$ cat src/rtl/core/tcch_pkg.sv
// Shared constants and types for the tile-by-class claim histogram.
`default_nettype none

package tcch_pkg;

  typedef logic [1:0] op_t;
  typedef logic [1:0] cfg_idx_t;

  // Operation codes carried by each input beat.
  localparam op_t OP_UPDATE = 2'd0;
  localparam op_t OP_CLEAR  = 2'd1;
  localparam op_t OP_READ   = 2'd2;
  localparam op_t OP_MODE   = 2'd3;

  // Configuration register indexes.
  localparam cfg_idx_t REG_TILES_IN_USE   = 2'd0;
  localparam cfg_idx_t REG_CLASSES_IN_USE = 2'd1;

  localparam int CFG_INDEX_W = 2;
  localparam int CFG_DATA_W  = 5;
  localparam logic [CFG_DATA_W-1:0] CFG_RESET_VALUE = 5'd16;

  localparam int MASK_W      = 16;
  localparam int LABEL_W     = 4;
  localparam int TILE_W      = 4;
  localparam int OUT_COUNT_W = 32;
  localparam int FRAC_BITS   = 16;
  localparam int SHARE_W     = FRAC_BITS + 1;

endpackage

`default_nettype wire

$ cat src/rtl/core/tcch_share_div.sv
// Restoring divider that forms floor(best * 2^16 / total), one quotient bit a cycle.
`default_nettype none

module tcch_share_div #(
  parameter int SW = 37
) (
  input  wire logic                        clk,
  input  wire logic                        rst,
  input  wire logic                        start,
  input  wire logic [SW-1:0]               best,
  input  wire logic [SW-1:0]               total,
  output logic                             done,
  output logic [tcch_pkg::SHARE_W-1:0]     share
);

  logic                              running;
  logic [4:0]                        cnt;
  logic [SW:0]                       rem;
  logic [SW-1:0]                     den;
  logic [tcch_pkg::FRAC_BITS-1:0]    q;
  logic                              full;
  logic                              zero;
  logic [SW:0]                       shifted;
  logic                              fits;

  assign shifted = {rem[SW-1:0], 1'b0};
  assign fits    = shifted >= {1'b0, den};

  always_ff @(posedge clk) begin
    if (rst) begin
      running <= 1'b0;
      done    <= 1'b0;
      cnt     <= '0;
    end else begin
      done <= 1'b0;
      if (start) begin
        running <= 1'b1;
        cnt     <= '0;
        rem     <= {1'b0, best};
        den     <= total;
        q       <= '0;
        full    <= (best == total);
        zero    <= (total == '0);
      end else if (running) begin
        if (fits) begin
          rem <= shifted - {1'b0, den};
        end else begin
          rem <= shifted;
        end
        q   <= {q[tcch_pkg::FRAC_BITS-2:0], fits};
        cnt <= cnt + 5'd1;
        if (cnt == 5'(tcch_pkg::FRAC_BITS - 1)) begin
          running <= 1'b0;
          done    <= 1'b1;
        end
      end
    end
  end

  // A best count equal to the total is a share of exactly one.
  always_comb begin
    if (zero) begin
      share = '0;
    end else if (full) begin
      share = {1'b1, {tcch_pkg::FRAC_BITS{1'b0}}};
    end else begin
      share = {1'b0, q};
    end
  end

endmodule

`default_nettype wire

$ cat config.mk
export PLATFORM = sky130hd
export DESIGN_NAME = tcch_share_div
export DESIGN_NICKNAME = d
export VERILOG_FILES = /design/src/rtl/core/tcch_pkg.sv /design/src/rtl/core/tcch_share_div.sv
export SDC_FILE = /design/constraint.sdc
export NUM_CORES = 1
export LEC_CHECK = 0
export BUFFER_PORTS_ARGS = -buffer_cell sky130_fd_sc_hd__buf_2
export CELL_PAD_IN_SITES_DETAIL_PLACEMENT = 0
export CELL_PAD_IN_SITES_GLOBAL_PLACEMENT = 1
export CORE_AREA = 2 2 121 123
export CTS_BUF_LIST = sky130_fd_sc_hd__clkbuf_16
export CTS_CLUSTER_SIZE = 40
export DETAILED_ROUTE_END_ITERATION = 6
export DIE_AREA = 0 0 123 125
export PLACE_DENSITY = 0.91
export REMOVE_ABC_BUFFERS = 1
export SLEW_MARGIN = 5
export SYNTH_ARGS = -nofsm -noshare
export SYNTH_HDL_FRONTEND = slang
export SYNTH_SLANG_ARGS = --single-unit
$ cat constraint.sdc
create_clock -name clk -period 7.61 [get_ports clk]
set_input_delay 0.3805 -clock clk [delete_from_list [all_inputs] [get_ports clk]]
set_output_delay 0.3805 -clock clk [all_outputs]
set_load 0.1 [all_outputs]
Word-level counts from Yosys, hierarchy flattened. Cells that the tools add are included.

Flip-flop bits (word level): 99. Input port bits: 77.

Add/sub/neg operators: 2. Magnitude comparators: 1. Equal/unequal tests: 2. Muxes and demuxes: 10. Bitwise logic cells: 2. Reduce and logical (&&, ||, !) cells: 6.

Operators with widths (number): two-way mux 37 bit (3); >= comparator 38 x 37 -> 1 bit (1); == test 37 bit (1); zero test 37 bit (1); subtractor 37 bit (1); two-way mux 17 bit (2); two-way mux 16 bit (1); adder 5 x 1 -> 5 bit (second input constant) (1); == test 5 x 4 -> 1 bit (second input constant) (1); two-way mux 1 bit (4); AND reduction 2 bit (2); OR reduction 3 bit (1); NOT 1 bit (2); nonzero test 2 bit (1); OR reduction 2 bit (1).

Logic depth before layout (Yosys ltp). Gate-level depths: netlist of run 1.

Depth in word-level cells: 4. Depth in mapped cells: 15. Mapped depth without buffers: 11.

Least setup slack after synthesis of run 1. OpenSTA, ideal clock, no wires.

Path type: in2reg. Start: input port start. End: register q[0] in the netlist's numbering (enable). Arrival: 3172 ps. Data required time: 7146 ps. Path slack: 3974 ps. Stages on the path: 4. Path buffers: 2. Cell sequence: clkbuf_1 clkbuf_1 nor2_1 nor2_1.

Cells in the longest elaborated chain, start to end: 2.

RTL lines: start, declared (RTL line tcch_share_div.sv:9) `input wire logic start,`; nonzero test 2 bit (no line); AND reduction 2 bit (no line); end signal, assigned (RTL line tcch_share_div.sv:50) `q <= {q[tcch_pkg::FRAC_BITS-2:0], fits};`; end, declared (RTL line tcch_share_div.sv:20) `logic [tcch_pkg::FRAC_BITS-1:0] q;`.

No other way between the ends. A chain may end at the register's enable or synchronous reset.

Worst setup path after layout of run 1.
Start: register rem[0]. End: register rem[3] (data pin).

Cells in the longest elaborated chain, start to end: 4. Elaborated cells between the ends (all ways): 5. Those cells by class: 1 x add/sub; 1 x order compare; 3 x mux.

RTL lines: start, declared (RTL line tcch_share_div.sv:18) `logic [SW:0] rem;`; start signal, assigned (RTL line tcch_share_div.sv:39) `rem <= {1'b0, best};`; start signal, assigned (RTL line tcch_share_div.sv:46) `rem <= shifted - {1'b0, den};`; start signal, assigned (RTL line tcch_share_div.sv:48) `rem <= shifted;`; subtractor 37 bit / >= comparator 38 x 37 -> 1 bit (equally long branches) (RTL line tcch_share_div.sv:46, tcch_share_div.sv:27); two-way mux 37 bit (*) (RTL line tcch_share_div.sv:45) `if (fits) begin`; two-way mux 37 bit (*) (RTL line tcch_share_div.sv:44) `end else if (running) begin`; two-way mux 37 bit (*) (RTL line tcch_share_div.sv:36) `if (start) begin`.

Mark *: on every way between the ends. The rest lies on a longest branch, timed or not. The select of a mux whose other input is x is not followed.

==> impl_summary.log, run 1 <==
[metrics] DRC viols: 0
[metrics] buffers added on ports: 94
[metrics] total of endpoints with negative setup slack in the final report: 0
[metrics] Worst Max-Slew Pin Slew: 1.173 ns
[metrics] Yosys Warn Count: 0
[metrics] outcome: completed
[metrics] xor-xnor portion of the synthesized cell area: 9.632%
[metrics] via count of the first global-routing pass: 5144
[metrics] Die W: 123 um
[metrics] sequential element share of the synthesized area: 43.14%
[metrics] Post-Route WL: 16730 um
[metrics] endpoint arrival time on the critical path: 4.20 ns
[metrics] first-pass GRT wire length: 26140 um
[metrics] overall die area: 15380 um^2
[metrics] maximum resistive drop on vdd: 128.4 uV
[metrics] maximum number of pins on one net before global-route repair: 74
[metrics] met3 layer usage reported by global route: 4.197%
[metrics] Clock H-tree levels: 3
[metrics] area added between synthesis and finish: 13.46%
[metrics] filler-free cell count of the finished design: 916
[metrics] first-iteration detailed-routing DRC count: 427
[metrics] fraction of synthesis flops using an asynchronous set or reset pin: 0%
[metrics] number of hold buffers added after cts: 0
[metrics] cts repair resizes: 0
[metrics] number of antenna violations at the first check in global routing: 0
[metrics] finished layout cell area: 7635 um^2
[metrics] cell depth of the worst flop-to-flop path: 11
[metrics] Power, Total: 1.668 mW
[metrics] share of cell area taken by muxes after synthesis: 9.018%
[metrics] deepest clock path buffer count: 2
[metrics] routability-driven placement congestion ratio: 0.8921
[metrics] Top Usage Layer GRT: met2
[metrics] Syn Inst Count: 643
[metrics] ratio of routed vias to standard cells: 5.698
[metrics] WS Path Type: flip-flop to flip-flop
[metrics] detailed placement HPWL: 12340 um
[metrics] total placed instance area: 7351 um^2
[metrics] Required @ worst endpoint: 7.72 ns
[metrics] CTS Root Buffer Type: sky130_fd_sc_hd__clkbuf_16
[metrics] area of the core: 14200 um^2
[metrics] clock tree from TritonCTS: done
[metrics] count of antenna-violating nets left after detailed routing: 0
[metrics] reported max-cap violation count: 0
[metrics] number of iterations in the first detailed-routing pass: 5
[metrics] I/O pins: 95
[metrics] nature of the critical path endpoint: flip-flop
[metrics] count of pins over their slew limit: 0
[metrics] GRT Residual Overflow: 0
[metrics] pwr/cell area: 218.5 nW/um^2
[metrics] average cell area after synthesis: 10.46 um^2
[metrics] element type at the critical path start: flip-flop
[metrics] clk slew on worst S/H paths: 0.07 ns
[metrics] setup_tns: 0 ns
[metrics] post-synthesis simple-gate area fraction: 14.76%
[metrics] leakage power: 3.162 nW
[metrics] initial cell density of the core: 47.37%
[metrics] cts bufs inserted: 9
[metrics] final clock period utilization by the worst path: 53.71%
[metrics] cell depth of the worst hold path: 1
[metrics] netlist area before placement: 6729 um^2
[metrics] post-synthesis adder-cell area fraction: 7.549%
[metrics] final hold violation count: 0
[metrics] hold crit path type: input pin to flip-flop
[metrics] Cell Rows: 44
[metrics] number of flops mapped to enable cells by yosys: 92
[metrics] unrepaired setup endpoints after global routing: no
[metrics] share of cells above drive strength 1: 23.09%
[metrics] Period minus WS final: 4.087 ns
[metrics] count of vias placed by the detailed router: 5219
[metrics] Post-Route Skew: 0.007535 ns
[metrics] post-synthesis compound-gate area fraction: 11.49%
[metrics] later-pin clock latency in the skew report: 0.36 ns
[metrics] library cells used by synthesis: 57
[metrics] Util after Layout: 53.75%
[metrics] GRT met2 Usage: 34.61%
[metrics] Relative slew margins: 21.81%
[metrics] antenna cells: 0
[metrics] combinational family with the most area after synthesis: simple AND/OR/NAND/NOR gates
[metrics] post-synthesis sequential element count: 99
[metrics] NumNets Final: 844
[metrics] number of setup buffers added after CTS: 0
[metrics] # placed instances: 900
[metrics] flip-flop cell with the highest count after synthesis: sky130_fd_sc_hd__edfxtp_1
[metrics] Routed WL per cell: 18.27 um
[metrics] Peak Freq: 0.2447 GHz
[metrics] height of the die: 125 um
[metrics] GR Layer Usage met1: 31.65%
[metrics] worst-path fanout max: 35
[metrics] # clock sinks: 99
[metrics] global-route usage over all layers: 22.25%
## through the flow
stage,worst slack [ns],hold slack [ns]
final,3.523,0.2333
after global routing,3.366,0.2300
after CTS,3.536,0.2259
after detailed placement,3.534,0.4984
after global placement,3.669,0.4784
after floorplan,3.765,0.4598
## logic make-up after synthesis
group | Yosys count
AOI/OAI and AO/OA | 124
xor gates and xnor gates | 74
adders and majority gates | 40
buffers and inverters | 71
DFF | 99
muxes | 49
and+or+nand+nor | 186
## critical path: stages, from the launching register on
cell and delay (ns):
sky130_fd_sc_hd__edfxtp_1 0.36, sky130_fd_sc_hd__inv_1 0.08, sky130_fd_sc_hd__fa_1 0.46, sky130_fd_sc_hd__nand2b_1 0.18, sky130_fd_sc_hd__a211oi_1 0.48, sky130_fd_sc_hd__o211ai_2 0.19
sky130_fd_sc_hd__a21oi_2 0.23, sky130_fd_sc_hd__o31ai_4 0.08, sky130_fd_sc_hd__nand2b_2 0.14, sky130_fd_sc_hd__a31o_2 0.95, sky130_fd_sc_hd__mux2_2 0.43, sky130_fd_sc_hd__mux2_2 0.26
## worst paths after layout
check                               from  endpoint  slack, ns
worst min-delay path            total[5]    den[5]       0.23
worst min register to register    cnt[3]    cnt[3]       0.52
worst max register to register    rem[0]    rem[3]       3.52
worst max-delay path              rem[0]    rem[3]       3.52
## per-layer routing
layer | wire length [um] | part of all wire [%]
met3 | 1259 | 7.5
met4 | 279 | 1.7
met1 | 7579 | 45
met5 | 0 | 0
met2 | 7613 | 45
## Yosys cell counts (11+ instances only)
cell type                  number  area share [%]
sky130_fd_sc_hd__nand2_1       44             2.5
sky130_fd_sc_hd__nor2_1        28             1.6
sky130_fd_sc_hd__and2_1        18             1.7
sky130_fd_sc_hd__xnor2_1       44             5.7
sky130_fd_sc_hd__a21oi_1       53             3.9
sky130_fd_sc_hd__inv_1         46             2.6
sky130_fd_sc_hd__mux2_4        16             3.6
sky130_fd_sc_hd__mux2_2        27             4.5
sky130_fd_sc_hd__nand4_1       16             1.5
sky130_fd_sc_hd__ha_1          39             7.3
sky130_fd_sc_hd__edfxtp_1      92              41
sky130_fd_sc_hd__clkbuf_1      18             1.0
sky130_fd_sc_hd__nor2b_1       27             2.5
sky130_fd_sc_hd__o21ai_0       17             1.3
sky130_fd_sc_hd__nor4_1        16             1.5
sky130_fd_sc_hd__a21o_1        11             1.2
sky130_fd_sc_hd__xor2_1        30             3.9
## placed cells by master (no fill, tap or decap), drive strengths merged, types with 2 or more instances in the layout
| master | n |
|---|---|
| nor3b | 2 |
| nand2b | 7 |
| and2 | 18 |
| nand2 | 44 |
| edfxtp | 92 |
| a21o | 11 |
| mux2i | 4 |
| nor2b | 27 |
| o21ai | 22 |
| a31oi | 7 |
| o21bai | 2 |
| inv | 49 |
| xor2 | 30 |
| nor3 | 7 |
| ha | 39 |
| clkbuf | 9 |
| a211oi | 2 |
| and3 | 6 |
| buf | 98 |
| or2 | 3 |
| a41oi | 3 |
| a21oi | 55 |
| a221o | 2 |
| o21a | 2 |
| nor4 | 16 |
| o31ai | 4 |
| xnor2 | 44 |
| nor4b | 3 |
| nand4 | 16 |
| a2111oi | 2 |
| nor2 | 28 |
| clkinv | 3 |
| nand3 | 5 |
| o211ai | 5 |
| a211o | 2 |
| mux2 | 45 |
| dfxtp | 7 |
## registers in the layout (all words and copies together) (netlist names)
| signal | count |
|---|---|
| cnt | 5 |
| den | 37 |
| done | 1 |
| full | 1 |
| q | 16 |
| rem | 37 |
| running | 1 |
| zero | 1 |
## power by group
| part | switching [mW] | internal [mW] | total [mW] | leakage, nW |
|---|---|---|---|---|
| combinational | 0.294 | 0.248 | 0.542 | 2.09 |
| clock | 0.223 | 0.227 | 0.450 | 0.138 |
| sequential | 0.0213 | 0.654 | 0.675 | 0.929 |
## layout make-up
type,instances,area [um^2]
flip-flops and latches,99,2903
fillers,1290,6569
multi-input cells,473,3545
clock inverters,7,58.81
inverters,46,172.7
repair buffers,98,500.5
clock buffers,9,225.2
well taps,184,230.2
No activity file was read; power rests on OpenSTA's default activity.
==> run 2, diff against run 1 <==
--- a/config.mk
+++ b/config.mk
@@ -5,15 +5,16 @@
 export SDC_FILE = /design/constraint.sdc
 export NUM_CORES = 1
 export LEC_CHECK = 0
+export ABC_AREA = 1
 export BUFFER_PORTS_ARGS = -buffer_cell sky130_fd_sc_hd__buf_2
 export CELL_PAD_IN_SITES_DETAIL_PLACEMENT = 0
 export CELL_PAD_IN_SITES_GLOBAL_PLACEMENT = 1
-export CORE_AREA = 2 2 121 123
+export CORE_AREA = 2 2 146 148
 export CTS_BUF_LIST = sky130_fd_sc_hd__clkbuf_16
 export CTS_CLUSTER_SIZE = 40
 export DETAILED_ROUTE_END_ITERATION = 6
-export DIE_AREA = 0 0 123 125
-export PLACE_DENSITY = 0.91
+export DIE_AREA = 0 0 148 150
+export PLACE_DENSITY = 0.84
 export REMOVE_ABC_BUFFERS = 1
 export SLEW_MARGIN = 5
 export SYNTH_ARGS = -nofsm -noshare
==> constraint.sdc (replaced) <==
create_clock -name clk -period 3.5 [get_ports clk]
set_input_delay 0.175 -clock clk [delete_from_list [all_inputs] [get_ports clk]]
set_output_delay 0.175 -clock clk [all_outputs]
set_load 0.1 [all_outputs]
==> run 2 against run 1 <==
Against the previous run:
- flip-flop and latch count did not move
- first-iteration DRC count rose by 11%
- utilization fell by 10 points
- sequential share of layout area fell by 5.7 points
- via count rose by 36%
- design area rose by 18%
- highest routed layer unchanged
- die area rose by 44%
- global-route usage fell by 1.6 points
==> impl_summary.log, run 2 <==
[metrics] outcome: completed (unchanged)
[metrics] top area cells in the synthesized netlist: sky130_fd_sc_hd__edfxtp_1 35%, sky130_fd_sc_hd__nand2_1 21%, sky130_fd_sc_hd__inv_1 9.6% (was sky130_fd_sc_hd__edfxtp_1 41%, sky130_fd_sc_hd__ha_1 7.3%, sky130_fd_sc_hd__xnor2_1 5.7%)
[metrics] ratio of routed vias to standard cells: 4.728 (was 5.698)
[metrics] most common cell after layout, fill and taps aside: sky130_fd_sc_hd__nand2_1 (was sky130_fd_sc_hd__buf_2)
[metrics] count of pins over their slew limit: 0 (unchanged)
[metrics] cell depth of the worst flop-to-flop path: 13 (was 11)
[metrics] I/O pins: 95 (unchanged)
[metrics] cell depth of the worst hold path: 1 (unchanged)
[metrics] sequential fraction of design power: 38.0% (was 40.5%)
[metrics] share of cells above drive strength 1: 11.46% (was 23.09%)
[metrics] final worst setup slack: 0.7350 ns (was 3.523 ns)
[metrics] leading cell types in the layout, fill and taps excluded: 444 x sky130_fd_sc_hd__nand2_1, 201 x sky130_fd_sc_hd__inv_1, 94 x sky130_fd_sc_hd__buf_2 (was 94 x sky130_fd_sc_hd__buf_2, 92 x sky130_fd_sc_hd__edfxtp_1, 53 x sky130_fd_sc_hd__a21oi_1)
[metrics] unrepaired setup endpoints after global routing: no (unchanged)
[metrics] cts bufs inserted: 9 (unchanged)
[metrics] first-pass GRT wire length: 35900 um (was 26140 um)
[metrics] later-pin clock latency in the skew report: 0.37 ns (was 0.36 ns)
[metrics] netlist area before placement: 7909 um^2 (was 6729 um^2)
[metrics] deepest clock path buffer count: 2 (unchanged)
[metrics] antenna cells: 0 (unchanged)
[metrics] number of antenna violations at the first check in global routing: 0 (unchanged)
[metrics] largest registers in the final layout: den x37, rem x37, q x16 (unchanged)
[metrics] final clock period utilization by the worst path: 79.00% (was 53.71%)
[metrics] number of hold buffers added after cts: 0 (unchanged)
[metrics] Peak Freq: 0.3617 GHz (was 0.2447 GHz)
[metrics] average cell area after synthesis: 6.962 um^2 (was 10.46 um^2)
[metrics] Post-Route Skew: 0.01140 ns (was 0.007535 ns)
[metrics] sequential element share of the synthesized area: 36.70% (was 43.14%)
[metrics] library cells used by synthesis: 41 (was 57)
[metrics] overall die area: 22200 um^2 (was 15380 um^2)
[metrics] flip-flop cell with the highest count after synthesis: sky130_fd_sc_hd__edfxtp_1 (unchanged)
[metrics] Die W: 148 um (was 123 um)
[metrics] maximum number of pins on one net before global-route repair: 41 (was 74)
[metrics] clock tree from TritonCTS: done (unchanged)
[metrics] initial cell density of the core: 38.23% (was 47.37%)
[metrics] Clock H-tree levels: 3 (unchanged)
[metrics] NumNets Final: 1342 (was 844)
[metrics] clk slew on worst S/H paths: 0.08 ns (was 0.07 ns)
[metrics] buffers added on ports: 94 (unchanged)
[metrics] number of setup buffers added after CTS: 0 (unchanged)
[metrics] CP top delay family: simple AND/OR/NAND/NOR gates (was compound AO/OA/AOI/OAI gates)
[metrics] final hold violation count: 0 (unchanged)
[metrics] Hold Worst Slack: 0.01188 ns (was 0.2333 ns)
[metrics] routability-driven placement congestion ratio: 0.9442 (was 0.8921)
[metrics] detailed placement HPWL: 17450 um (was 12340 um)
[metrics] logic depth of the worst path, buffers included: 13 (was 11)
[metrics] Post-Route WL: 21950 um (was 16730 um)
[metrics] worst-path fanout max: 27 (was 35)
[metrics] Required @ worst endpoint: 3.62 ns (was 7.72 ns)
[metrics] area of the core: 20690 um^2 (was 14200 um^2)
[metrics] maximum resistive drop on vdd: 213.5 uV (was 128.4 uV)
[metrics] count of antenna-violating nets left after detailed routing: 0 (unchanged)
[metrics] pwr/cell area: 424.0 nW/um^2 (was 218.5 nW/um^2)
[metrics] hold crit path type: input pin to flip-flop (unchanged)
[metrics] number of iterations in the first detailed-routing pass: 5 (unchanged)
[metrics] height of the die: 150 um (was 125 um)
[metrics] share of total power in combinational logic: 32.9% (was 32.5%)
[metrics] # clock sinks: 99 (unchanged)
[metrics] Buffers & Inverters on Critical Path: 2 (was 1)
[metrics] WS Path Type: flip-flop to flip-flop (unchanged)
[metrics] nature of the critical path endpoint: flip-flop (unchanged)
[metrics] fraction of synthesis flops using an asynchronous set or reset pin: 0% (unchanged)
[metrics] post-synthesis sequential element count: 99 (unchanged)
[metrics] most frequent cell on the critical path: sky130_fd_sc_hd__nand2_1 (was sky130_fd_sc_hd__mux2_2)
[metrics] Yosys top cell area share: 34.93% (was 41.06%)
[metrics] endpoint arrival time on the critical path: 2.88 ns (was 4.20 ns)
[metrics] Routed WL per cell: 14.59 um (was 18.27 um)
[metrics] # placed instances: 1489 (was 900)
[metrics] Worst Max-Slew Pin Slew: 0.7862 ns (was 1.173 ns)
[metrics] via count of the first global-routing pass: 6972 (was 5144)
[metrics] reported max-cap violation count: 0 (unchanged)
[metrics] first-iteration detailed-routing DRC count: 475 (was 427)
[metrics] sw frac: 36.17% (was 32.30%)
[metrics] count of vias placed by the detailed router: 7116 (was 5219)
[metrics] most repeated cell in the gate-level netlist after synthesis: sky130_fd_sc_hd__nand2_1 (was sky130_fd_sc_hd__edfxtp_1)
[metrics] total of endpoints with negative setup slack in the final report: 0 (unchanged)
[metrics] number of flops mapped to enable cells by yosys: 92 (unchanged)
[metrics] Util after Layout: 43.41% (was 53.75%)
[metrics] setup_tns: 0 ns (unchanged)
[metrics] Yosys top cell by area: sky130_fd_sc_hd__edfxtp_1 (unchanged)
[metrics] CTS Root Buffer Type: sky130_fd_sc_hd__clkbuf_16 (unchanged)
[metrics] library cell contributing the largest single delay on the critical path: sky130_fd_sc_hd__edfxtp_1 (was sky130_fd_sc_hd__a31o_2)
[metrics] Syn Inst Count: 1136 (was 643)
[metrics] clock share of power: 29.1% (was 27.0%)
[metrics] internal power consumption: 2.431 mW (was 1.129 mW)
[metrics] Cell Chain, Critical Path: ha_1, nand2_1, inv_1, a21oi_1, nand2_1, inv_1, nand2_1, nand2_1, nand4_4, nand2_4, nand2_1, nand2_1, nand2_1 (was inv_1, fa_1, nand2b_1, a211oi_1, o211ai_2, a21oi_2, o31ai_4, nand2b_2, a31o_2, mux2_2, mux2_2)
[metrics] element type at the critical path start: flip-flop (unchanged)
[metrics] area added between synthesis and finish: 13.56% (was 13.46%)
[metrics] filler-free cell count of the finished design: 1505 (was 916)
[metrics] reported net switching power: 1.377 mW (was 0.5388 mW)
[metrics] Period minus WS final: 2.765 ns (was 4.087 ns)
[metrics] global-route usage over all layers: 20.62% (was 22.25%)
[metrics] DRC viols: 0 (unchanged)
[metrics] Yosys Warn Count: 0 (unchanged)
[metrics] Relative slew margins: 47.10% (was 21.81%)
[metrics] Cell Rows: 53 (was 44)
[metrics] worst setup slack after placement: 0.7385 ns (was 3.534 ns)
[metrics] max incr delay on CP: 0.39 ns (was 0.95 ns)
[metrics] most frequent cells after synthesis: 444 x sky130_fd_sc_hd__nand2_1, 202 x sky130_fd_sc_hd__inv_1, 92 x sky130_fd_sc_hd__edfxtp_1, 86 x sky130_fd_sc_hd__nor2_1, 57 x sky130_fd_sc_hd__nand3_1 (was 92 x sky130_fd_sc_hd__edfxtp_1, 53 x sky130_fd_sc_hd__a21oi_1, 46 x sky130_fd_sc_hd__inv_1, 44 x sky130_fd_sc_hd__nand2_1, 44 x sky130_fd_sc_hd__xnor2_1)
[metrics] cts repair resizes: 0 (unchanged)
[metrics] GRT Residual Overflow: 0 (unchanged)
[metrics] leakage power: 4.654 nW (was 3.162 nW)
[run 2: cell count changes in the layout (fill, tap and decap cells not counted), moves of 12 or more]
cell                       before  now
sky130_fd_sc_hd__nand2_1       44  444
sky130_fd_sc_hd__nor2_1        27   85
sky130_fd_sc_hd__and2_1        18    3
sky130_fd_sc_hd__nor2b_1       26    0
sky130_fd_sc_hd__a21oi_1       53   26
sky130_fd_sc_hd__mux2_2        27    0
sky130_fd_sc_hd__o21ai_0       17    5
sky130_fd_sc_hd__mux2_4        16    0
sky130_fd_sc_hd__nand3_1        5   57
sky130_fd_sc_hd__inv_1         46  201
sky130_fd_sc_hd__xor2_1        30    9
sky130_fd_sc_hd__nand3b_1       0   33
[run 2: kinds of logic after synthesis]
family	Yosys count	share of synthesized area, %
flops	99	36.70
simple gates	681	37.26
buf+inv	225	11.14
compound gates	38	2.610
xor+xnor	53	5.869
fa+ha+maj	40	6.423
[run 2: power groups by stage]
stage | clock network [mW] | logic [mW] | registers [mW]
floorplan | 0 | 0.894 | 1.46
global placement | 0 | 1.24 | 1.47
detailed placement | 0 | 1.25 | 1.47
CTS | 1.14 | 1.26 | 1.45
global route | 1.17 | 1.44 | 1.46
finish | 1.11 | 1.25 | 1.45
[run 2: through the flow]
stage                     power [mW]  cell area [um^2]
after floorplan                2.359              7794
after global placement         2.712              8653
after detailed placement       2.722              8653
after CTS                      3.842              8981
after global routing           4.071              8981
final                          3.808              8981
[run 2: layer usage]
layer,vias to the layer above,routed length (um),global-route usage [%]
met2,155,9854,33.96
met4,0,346,4.905
met1,3238,10920,28.78
met5,-,0,0
li1,3704,-,-
met3,19,832,2.805
[run 2: worst reg2reg max path, cell delays in order, from the launching register on]
cell and delay [ns]:
sky130_fd_sc_hd__edfxtp_1 0.39, sky130_fd_sc_hd__ha_1 0.38, sky130_fd_sc_hd__nand2_1 0.16, sky130_fd_sc_hd__inv_1 0.07, sky130_fd_sc_hd__a21oi_1 0.15, sky130_fd_sc_hd__nand2_1 0.12
sky130_fd_sc_hd__inv_1 0.14, sky130_fd_sc_hd__nand2_1 0.07, sky130_fd_sc_hd__nand2_1 0.10, sky130_fd_sc_hd__nand4_4 0.38, sky130_fd_sc_hd__nand2_4 0.37, sky130_fd_sc_hd__nand2_1 0.08
sky130_fd_sc_hd__nand2_1 0.06, sky130_fd_sc_hd__nand2_1 0.05
[run 2: final cells by class]
| class | count | area (um^2) |
|---|---|---|
| tap | 275 | 344.1 |
| clock buffer | 9 | 225.2 |
| fill | 2249 | 11710 |
| sequential | 99 | 2903 |
| inverter | 204 | 765.7 |
| timing repair buffer | 99 | 508.0 |
| clock inverter | 7 | 102.6 |
| multi-input combinational | 812 | 4133 |
[run 2: path summary, 6_finish.rpt]
check | from | endpoint | slack (ns)
setup / recovery | rem[20] | rem[34] | 0.74
hold / removal | total[36] | den[36] | 0.01
setup reg to reg | rem[20] | rem[34] | 0.74
hold reg to reg | cnt[4] | cnt[4] | 0.51
==> run 3, diff against run 2 <==
--- a/config.mk
+++ b/config.mk
@@ -5,16 +5,16 @@
 export SDC_FILE = /design/constraint.sdc
 export NUM_CORES = 1
 export LEC_CHECK = 0
-export ABC_AREA = 1
+export ABC_AREA = 0
 export BUFFER_PORTS_ARGS = -buffer_cell sky130_fd_sc_hd__buf_2
 export CELL_PAD_IN_SITES_DETAIL_PLACEMENT = 0
 export CELL_PAD_IN_SITES_GLOBAL_PLACEMENT = 1
-export CORE_AREA = 2 2 146 148
+export CORE_AREA = 2 2 132 134
 export CTS_BUF_LIST = sky130_fd_sc_hd__clkbuf_16
 export CTS_CLUSTER_SIZE = 40
 export DETAILED_ROUTE_END_ITERATION = 6
-export DIE_AREA = 0 0 148 150
-export PLACE_DENSITY = 0.84
+export DIE_AREA = 0 0 134 136
+export PLACE_DENSITY = 0.82
 export REMOVE_ABC_BUFFERS = 1
 export SLEW_MARGIN = 5
 export SYNTH_ARGS = -nofsm -noshare
==> constraint.sdc (replaced) <==
create_clock -name clk -period 2.5 [get_ports clk]
set_input_delay 0.125 -clock clk [delete_from_list [all_inputs] [get_ports clk]]
set_output_delay 0.125 -clock clk [all_outputs]
set_load 0.1 [all_outputs]
==> run 3 against run 2 <==
Against the previous run:
- the run now ends with setup timing left
- clock-buffer cell count unchanged
- combinational power up 97%
- first-iteration DRC count down 23%
- clock power up 39%
- setup slack worse by 1.4 ns
- utilization up 14 points
- register-to-register slack worse by 1.4 ns
- critical endpoint is now rem[12]
- largest power group is now combinational logic
==> impl_summary.log, run 3 (synthesis results as in run 1) <==
[metrics] first-iteration detailed-routing DRC count: 368 (was 475)
[metrics] Worst Max-Slew Pin Slew: 0.6740 ns (was 0.7862 ns)
[metrics] area of the core: 16880 um^2 (was 20690 um^2)
[metrics] Power, Total: 6.063 mW (was 3.808 mW)
[metrics] antenna cells: 0 (unchanged)
[metrics] clock tree from TritonCTS: done (unchanged)
[metrics] reported max-cap violation count: 0 (unchanged)
[metrics] capture endpoint of the worst hold path: den[17] (was den[36])
[metrics] finished layout cell area: 9630 um^2 (was 8981 um^2)
[metrics] cell depth of the worst flop-to-flop path: 11 (was 13)
[metrics] start of the worst register-to-register path: rem[30] (was rem[20])
[metrics] routability-driven placement congestion ratio: 0.9404 (was 0.9442)
[metrics] violations in the final reports: setup timing
[metrics] first-pass GRT wire length: 30300 um (was 35900 um)
[metrics] worst setup slack after placement: -0.8394 ns (was 0.7385 ns)
[metrics] # placed instances: 1069 (was 1489)
[metrics] deepest clock path buffer count: 2 (unchanged)
[metrics] destination of the worst register-to-register timing path: rem[12] (was rem[34])
[metrics] total of fill cells in the finished design: 1465 (was 2249)
[metrics] GRT Residual Overflow: 0 (unchanged)
[metrics] DRC viols: 0 (unchanged)
[metrics] nature of the critical path endpoint: flip-flop (unchanged)
[metrics] Util after Layout: 57.07% (was 43.41%)
[metrics] hold crit path type: input pin to flip-flop (unchanged)
[metrics] initial cell density of the core: 39.87% (was 38.23%)
[metrics] detailed placement HPWL: 14550 um (was 17450 um)
[metrics] Hold Startpoint: total[17] (was total[36])
[metrics] most common cell after layout, fill and taps aside: sky130_fd_sc_hd__buf_4 (was sky130_fd_sc_hd__nand2_1)
[metrics] number of iterations in the first detailed-routing pass: 5 (unchanged)
[metrics] count of pins over their slew limit: 0 (unchanged)
[metrics] cell depth of the worst hold path: 1 (unchanged)
[metrics] element type at the critical path start: flip-flop (unchanged)
[metrics] outcome: complete, but fails checks (was completed)
[metrics] WS Path Type: flip-flop to flip-flop (unchanged)
[metrics] endpoint arrival time on the critical path: 3.30 ns (was 2.88 ns)
[metrics] final worst setup slack: -0.6911 ns (was 0.7350 ns)
[metrics] count of antenna-violating nets left after detailed routing: 0 (unchanged)
[metrics] CTS Root Buffer Type: sky130_fd_sc_hd__clkbuf_16 (unchanged)
[metrics] Required @ worst endpoint: 2.61 ns (was 3.62 ns)
[metrics] clock share of power: 25.3% (was 29.1%)
[metrics] sw frac: 31.17% (was 36.17%)
[metrics] area added between synthesis and finish: 43.12% (was 13.56%)
[metrics] maximum resistive drop on vdd: 351.4 uV (was 213.5 uV)
[metrics] flop2flop setup slack: -0.69 ns (was 0.74 ns)
[metrics] pwr/cell area: 629.6 nW/um^2 (was 424.0 nW/um^2)
[metrics] leading cell types in the layout, fill and taps excluded: 134 x sky130_fd_sc_hd__buf_4, 94 x sky130_fd_sc_hd__buf_2, 92 x sky130_fd_sc_hd__edfxtp_1 (was 444 x sky130_fd_sc_hd__nand2_1, 201 x sky130_fd_sc_hd__inv_1, 94 x sky130_fd_sc_hd__buf_2)
[metrics] height of the die: 136 um (was 150 um)
[metrics] ratio of routed vias to standard cells: 5.177 (was 4.728)
[metrics] Period minus WS final: 3.191 ns (was 2.765 ns)
[metrics] Die W: 134 um (was 148 um)
[metrics] cts bufs inserted: 9 (unchanged)
[metrics] final hold violation count: 0 (unchanged)
[metrics] reported net switching power: 1.890 mW (was 1.377 mW)
[metrics] Clock H-tree levels: 3 (unchanged)
[metrics] # clock sinks: 99 (unchanged)
[metrics] Post-Route Skew: 0.007519 ns (was 0.01140 ns)
[metrics] via count of the first global-routing pass: 5792 (was 6972)
[metrics] largest registers in the final layout: den x37, rem x37, q x16 (unchanged)
[metrics] worst-path fanout max: 6 (was 27)
[metrics] clk slew on worst S/H paths: 0.07 ns (was 0.08 ns)
[metrics] Cell Rows: 48 (was 53)
[metrics] NumNets Final: 1018 (was 1342)
[metrics] final clock period utilization by the worst path: 127.6% (was 79.00%)
[metrics] Relative slew margins: 54.65% (was 47.10%)
[metrics] filler-free cell count of the finished design: 1131 (was 1505)
[metrics] Hold Worst Slack: 0.01250 ns (was 0.01188 ns)
[metrics] Post-Route WL: 20180 um (was 21950 um)
[metrics] internal power consumption: 4.173 mW (was 2.431 mW)
[metrics] I/O pins: 95 (unchanged)
[metrics] total of endpoints with negative setup slack in the final report: 38 (was 0)
[metrics] Peak Freq: 0.3134 GHz (was 0.3617 GHz)
[metrics] Routed WL per cell: 17.84 um (was 14.59 um)
[metrics] overall die area: 18220 um^2 (was 22200 um^2)
[metrics] unrepaired setup endpoints after global routing: yes (was no)
[metrics] maximum number of pins on one net before global-route repair: 67 (was 41)
[metrics] leakage power: 4.137 nW (was 4.654 nW)
[metrics] share of cells above drive strength 1: 41.06% (was 11.46%)
[metrics] total placed instance area: 8413 um^2 (was 8653 um^2)
[metrics] sequential fraction of design power: 34.1% (was 38.0%)
[metrics] buffers added on ports: 94 (unchanged)
[metrics] share of total power in combinational logic: 40.6% (was 32.9%)
[metrics] number of antenna violations at the first check in global routing: 0 (unchanged)
[metrics] setup_tns: -22.55 ns (was 0 ns)
[metrics] global-route usage over all layers: 21.93% (was 20.62%)
[metrics] later-pin clock latency in the skew report: 0.36 ns (was 0.37 ns)
[metrics] count of vias placed by the detailed router: 5855 (was 7116)
## run 3: worst max-delay path by stage
stage	end	slack (ns)	startpoint	cells after the start
final	rem[12]	-0.69	rem[30]	11
after global routing	rem[1]	-0.78	rem[2]	15
after CTS	rem[20]	-0.60	rem[4]	11
after detailed placement	rem[33]	-0.84	rem[3]	11
after global placement	rem[33]	-0.80	rem[3]	11
after floorplan	rem[2]	-1.34	rem[0]	11
## run 3: area by class of cell
cell class / instances / area (um^2) / area share, %
Sequential cell: 99 / 2903 / 30.14
Clock inverter: 7 / 92.59 / 0.9614
Timing Repair Buffer: 272 / 2011 / 20.88
Inverter: 46 / 172.7 / 1.793
Tap cell: 225 / 281.5 / 2.923
Multi-Input combinational cell: 473 / 3945 / 40.96
Clock buffer: 9 / 225.2 / 2.339
## run 3: power by group through the flow
stage               logic (mW)  clock network [mW]  registers (mW)
finish                    2.46                1.54            2.07
global route              2.64                1.63            2.08
CTS                       2.28                1.55            2.06
detailed placement        2.06                   0            2.09
global placement          2.03                   0            2.09
floorplan                 1.22                   0            2.07
## run 3: routing by layer
metal  up-vias  global-route usage (%)  wire length, um  share of wire [%]
met5         -                       0                0                  0
met4         0                   8.806              566                2.8
met3        33                   3.542             1034                5.1
met2       179                   36.35             9713                 48
met1      2797                   28.73             8868                 44
li1       2846                       -                -                  -
## run 3: critical path, cell delays in order, from the launching register on
cell                       delay (ns)
sky130_fd_sc_hd__edfxtp_1        0.42
sky130_fd_sc_hd__ha_1            0.35
sky130_fd_sc_hd__a21oi_2         0.20
sky130_fd_sc_hd__o21ai_1         0.13
sky130_fd_sc_hd__or2_1           0.27
sky130_fd_sc_hd__a41oi_2         0.18
sky130_fd_sc_hd__o21ai_1         0.08
sky130_fd_sc_hd__a211o_1         0.29
sky130_fd_sc_hd__a31o_4          0.29
sky130_fd_sc_hd__buf_12          0.16
sky130_fd_sc_hd__mux2_4          0.30
sky130_fd_sc_hd__mux2_4          0.27
## run 3: timing repair
action / 4_1_cts / 5_1_grt
hold buffers: 24 / 3
pin swaps: 10 / 24
gates cloned: 1 / 1
buffers inserted: 14 / 6
resized for setup: 56 / 42
hold endpoints to repair: 24 / 3
setup endpoints to repair: 38 / 38
